<file path="src/mpc_pkg.sv">
`default_nettype none

package mpc_pkg;

  localparam int CODE_W = 13;
  localparam int WIDTH_W = 13;
  localparam int HEIGHT_W = 16;
  localparam int PALETTE_W = 13;
  localparam int CFG_INDEX_W = 2;
  localparam int CFG_DATA_W = 16;

  localparam logic [CODE_W-1:0] CODE_MAX = '1;

  localparam logic [CFG_INDEX_W-1:0] CFG_CODING_MODE = 2'd0;
  localparam logic [CFG_INDEX_W-1:0] CFG_FRAME_WIDTH = 2'd1;
  localparam logic [CFG_INDEX_W-1:0] CFG_FRAME_HEIGHT = 2'd2;
  localparam logic [CFG_INDEX_W-1:0] CFG_PALETTE_COUNT = 2'd3;

  localparam logic MODE_ENCODE = 1'b0;
  localparam logic MODE_DECODE = 1'b1;

  typedef struct packed {
    logic [CODE_W-1:0] sample;
    logic              frame_start;
  } mpc_in_t;

  typedef struct packed {
    logic [CODE_W-1:0] coded;
    logic              row_end;
    logic              frame_end;
    logic              range_error;
  } mpc_out_t;

  // Where the pixel sits in the frame; selects the prediction rule.
  typedef struct packed {
    logic first_pixel;
    logic top_row;
    logic left_col;
  } mpc_pos_t;

endpackage

`default_nettype wire

</file>
<file path="src/mpc_datapath.sv">
`default_nettype none

module mpc_datapath import mpc_pkg::*; #(
  parameter int INDEX_BITS = 12
) (
  input  wire logic                  mode,
  input  wire logic [PALETTE_W-1:0]  palette_count,
  input  wire logic [CODE_W-1:0]     sample,
  input  wire mpc_pos_t              pos,
  input  wire logic [INDEX_BITS-1:0] west,
  input  wire logic [INDEX_BITS-1:0] north,
  input  wire logic [INDEX_BITS-1:0] northwest,
  output logic      [INDEX_BITS-1:0] pixel,
  output logic      [CODE_W-1:0]     coded,
  output logic                       range_error
);

  localparam int SW = ((INDEX_BITS > CODE_W) ? INDEX_BITS : CODE_W) + 2;
  localparam logic [INDEX_BITS-1:0] IDX_MAX = '1;
  localparam logic [INDEX_BITS:0] BOUND_MAX = {1'b1, {INDEX_BITS{1'b0}}};

  logic [INDEX_BITS-1:0] lo, hi, med, pred, enc_pixel;
  logic [INDEX_BITS:0]   med_sum, bound;
  logic signed [SW-1:0]  enc_r, dec_r;

  always_comb begin
    lo = (west < north) ? west : north;
    hi = (west < north) ? north : west;
    med_sum = (INDEX_BITS+1)'(west) + (INDEX_BITS+1)'(north) - (INDEX_BITS+1)'(northwest);
    priority if (northwest >= hi) begin
      med = lo;
    end else if (northwest <= lo) begin
      med = hi;
    end else begin
      med = INDEX_BITS'(med_sum);
    end

    priority if (pos.first_pixel) begin
      pred = '0;
    end else if (pos.top_row) begin
      pred = west;
    end else if (pos.left_col) begin
      pred = north;
    end else begin
      pred = med;
    end
  end

  always_comb begin
    enc_pixel = (32'(sample) > 32'(IDX_MAX)) ? IDX_MAX : INDEX_BITS'(sample);
    enc_r = $signed(SW'(enc_pixel)) - $signed(SW'(pred)) + $signed(SW'(palette_count));

    priority if (palette_count == '0) begin
      bound = (INDEX_BITS+1)'(1);
    end else if (32'(palette_count) > 32'(BOUND_MAX)) begin
      bound = BOUND_MAX;
    end else begin
      bound = (INDEX_BITS+1)'(palette_count);
    end
    dec_r = $signed(SW'(sample)) - $signed(SW'(palette_count)) + $signed(SW'(pred));

    range_error = 1'b0;
    if (mode == MODE_ENCODE) begin
      pixel = enc_pixel;
      priority if (enc_r < 0) begin
        coded = '0;
      end else if (enc_r > $signed(SW'(CODE_MAX))) begin
        coded = CODE_MAX;
      end else begin
        coded = CODE_W'(enc_r);
      end
    end else begin
      priority if (dec_r < 0) begin
        pixel = '0;
        range_error = 1'b1;
      end else if (dec_r >= $signed(SW'(bound))) begin
        pixel = INDEX_BITS'(bound - (INDEX_BITS+1)'(1));
        range_error = 1'b1;
      end else begin
        pixel = INDEX_BITS'(dec_r);
      end
      coded = CODE_W'(pixel);
    end
  end

endmodule

`default_nettype wire

</file>
<file path="config.mk">
export PLATFORM = sky130hd
export DESIGN_NAME = mpc_datapath
export DESIGN_NICKNAME = d
export VERILOG_FILES = /design/src/mpc_pkg.sv /design/src/mpc_datapath.sv
export SDC_FILE = /design/constraint.sdc
export NUM_CORES = 1
export LEC_CHECK = 0
export BUFFER_PORTS_ARGS = -buffer_cell sky130_fd_sc_hd__buf_2
export CORE_MARGIN = 4
export CORE_UTILIZATION = 65
export DETAILED_ROUTE_END_ITERATION = 6
export GPL_TIMING_DRIVEN = 0
export PLACE_DENSITY = 0.88
export SLEW_MARGIN = 10
export SYNTH_ARGS = -nofsm -noshare
export SYNTH_HDL_FRONTEND = slang
export SYNTH_SLANG_ARGS = --single-unit
</file>
<file path="constraint.sdc">
create_clock -name vclk -period 35
set_input_delay 7 -clock vclk [all_inputs]
set_output_delay 7 -clock vclk [all_outputs]
set_load 0.03 [all_outputs]
</file>
==> summary.txt <==
STA
  • WHS: between 10 and 15 ns
  • Final worst-path cycle share: between 70% and 80%
  • Hold Fails Final Rpt: 0
  • Slew margin rel.: between 40% and 50%
  • Setup tns final: 0 ns
  • Slew Limit Fails: 0
  • Max frequency: 39.45 MHz
  • Least-Margin Pin Slew: 0.8089 ns
  • RSZ-0062 raised after global routing: false
  • Final Critical Period: between 20 and 30 ns
  • Setup Viol. Count Final: 0

Synthesis
  • Adder-cell share of the synthesized area: 26.87%
  • Syn nets: between 1,000 and 1,500
  • Synth Area in Simple Gates: between 20% and 30%
  • Cells after Synth: 901
  • Synth Area in Compound Gates: about 33%
  • Seq/Total Area, Yosys: 0%
  • Syn Std Cell Area: 6231 um2
  • Mux contribution to synthesized area: under 10%
  • Synthesis Warnings: 0
  • Largest family of logic cells by synthesized area: compound AO/OA/AOI/OAI gates
  • XOR/XNOR Fraction of Synth Area: 8.574%
  • Library cells used by synthesis: 84
  • Mapped Avg Cell Area: slightly below 7 um2

Layout
  • Clock buffer count: 0
  • Fill cells: ~840
  • Final Instance Count excl. Fillers: roughly 1,100
  • Final nets: approximately 1,200
  • Layout cells sized above 1: approximately an eighth
  • Antenna diodes: 0
  • Num sequential: 0
  • Area added between synthesis and finish: 9.739%
  • Final core occ: between 70 and 80%
  • Register Area: 0 um2

Floorplan
  • Starting Density: between 60% and 70%
  • Die Area: approximately 11,000 um2
  • Io pins: 92
  • Site row count: 35
  • Die height: 105.9 um
  • Die X: roughly 110 um
  • Core area: slightly above 9000 um2

Power and ir drop
  • Combinational share of power: 100.0%
  • Leak pwr: between 3 and 4 nW
  • Int Pwr: about 0.1 mW
  • Clk pwr share: 0%
  • Total power per unit cell area: ~40 nW/um2
  • Sw Share: about 62%
  • Switch Pwr: 0.1674 mW
  • Worst VDD drop: roughly 0.000027 V
  • Flop pwr share: 0%

GRT
  • All-Layer GR Usage: between 30% and 40%
  • GRT Residual Overflow: 0
  • First-pass GRT wire length: between 30,000 and 40,000 um
  • Number of global-route vias before repair: 6,422
  • Largest net degree at the start of global routing: 12
  • Initial antenna violation count: 0

Placed design
  • HPWL Detailed: ~16,000 um
  • # placed instances: approximately 1,100
  • Placer Congestion: about 1
  • IO buf count: 89

Critical path
  • Crit Path Category: input pin to output port
  • Most used cell along the critical path: a21oi_1
  • WP data arrival: roughly 18 ns
  • Critical path fanouts, max: 10
  • CP endpoint: coded[6]
  • CP startpoint: north[11]
  • Crit start category: input pin
  • Worst path max stage delay: ~0.57 ns
  • Max stage delay cell, worst path: or4_4
  • Setup crit end kind: output port
  • CP delay by family, top: compound AO/OA/AOI/OAI gates
  • Required @ worst endpoint: about 28 ns
  • Worst Path Buf+Inv: 10
  • CP Depth: between 40 and 50

Routing
  • Vias per cell: about 6.3
  • Vias: ~7,000
  • DRC Markers: 0
  • DR WL/cell: around 17 um
  • Detail Route Antenna Nets: 0
  • Initial drt markers: 592
  • Routed WL: approximately 19,000 um
  • First-pass detailed-route iteration total: 6

CTS
  • Post-CTS Setup Inserts: 0
  • Resize count post-CTS: 0
  • Hold buffers post-CTS: 0

Outcome
  • Status: finished clean

Worst hold path
  • Worst hold start: sample[1]
  • Worst hold-check path type: input pin to output port

Job
  • Max-cap violations: 0
## cells by family (layout without fill, tap and decap cells)
logic type	count (synthesis)	after routing
AOI/OAI and AO/OA	290	290
and+or+nand+nor	279	279
buffers and inverters	141	230
adders and majority gates	125	125
xor gates and xnor gates	61	61
muxes	5	5
## cell usage after synthesis, types with 10 or more instances
library cell / instances / share of area, %
nand3_1: 15 / 1.2
xnor2_1: 45 / 6.3
a21o_1: 18 / 2.2
clkbuf_1: 23 / 1.4
nor2b_1: 16 / 1.6
fa_1: 15 / 4.8
ha_1: 109 / 22
nand4_1: 22 / 2.2
o211ai_1: 26 / 3.1
o21ai_0: 38 / 3.1
o211ai_2: 10 / 2.0
a21oi_1: 87 / 7.0
a31oi_1: 11 / 1.1
xor2_1: 16 / 2.2
nor2_1: 81 / 4.9
o21a_1: 11 / 1.3
nor3_1: 31 / 2.5
nand2_1: 63 / 3.8
inv_1: 108 / 6.5
a211oi_1: 20 / 2.4
## per-layer routing
metal  track usage [%]  vias up  wire [um]
li1                  -     3462          -
met1             46.10     3231       8407
met2             53.96      353       8507
met3             3.218       20       1833
met4             3.700        0        129
met5                 0        -          0
## power groups by stage
stage,logic [mW],clock network [mW],registers [mW]
after floorplan,0.201,0,0
after CTS,0.264,0,0
after global routing,0.295,0,0
after global placement,0.257,0,0
after detailed placement,0.262,0,0
final,0.269,0,0
## cells in the final DEF (no fill, tap or decap), types with 6 or more instances in the layout
master | netlist | routed
o211ai_1 | 26 | 26
o211ai_2 | 10 | 10
nor3_1 | 31 | 31
ha_1 | 109 | 109
nand3_1 | 15 | 15
nand4_1 | 22 | 22
o21a_1 | 11 | 11
buf_2 | 3 | 92
a211o_1 | 8 | 8
inv_1 | 108 | 108
a21o_1 | 18 | 18
or2_2 | 6 | 6
a21oi_1 | 87 | 87
o21ai_0 | 38 | 38
and2_1 | 8 | 8
a211oi_1 | 20 | 20
and3_1 | 7 | 7
nand2_1 | 63 | 63
xor2_1 | 16 | 16
o21bai_1 | 7 | 7
nor4_1 | 7 | 7
a31oi_1 | 11 | 11
xnor2_1 | 45 | 45
nor2_1 | 81 | 81
fa_1 | 15 | 15
clkbuf_1 | 23 | 23
nor2b_1 | 16 | 16
## worst min path at each step
| stage | to | slack [ns] | cells past startpoint |
|---|---|---|---|
| after detailed placement | pixel[2] | 14.51 | 4 |
| after global routing | pixel[1] | 14.54 | 4 |
| final | pixel[1] | 14.52 | 4 |
| after floorplan | coded[11] | 14.30 | 2 |
| after CTS | pixel[2] | 14.51 | 4 |
| after global placement | pixel[2] | 14.50 | 4 |
## metrics by stage
| stage | setup WS (ns) | total power [mW] | instance area (um2) |
|---|---|---|---|
| floorplan | 11.99 | 0.2006 | 6231 |
| global placement | 10.14 | 0.2572 | 6838 |
| detailed placement | 9.977 | 0.2621 | 6838 |
| CTS | 9.957 | 0.2635 | 6838 |
| global route | 8.948 | 0.2950 | 6838 |
| finish | 9.650 | 0.2690 | 6838 |
## layout make-up
| class | count | area (um2) | share of cell area [%] |
|---|---|---|---|
| Multi-Input combinational cell | 760 | 5679 | 83.06 |
| Timing Repair Buffer | 89 | 445.4 | 6.514 |
| Inverter | 109 | 409.1 | 5.984 |
| Tap cell | 129 | 161.4 | 2.360 |
| Buffer | 32 | 142.6 | 2.086 |
Note: power is estimated with default switching activity, not from simulation.
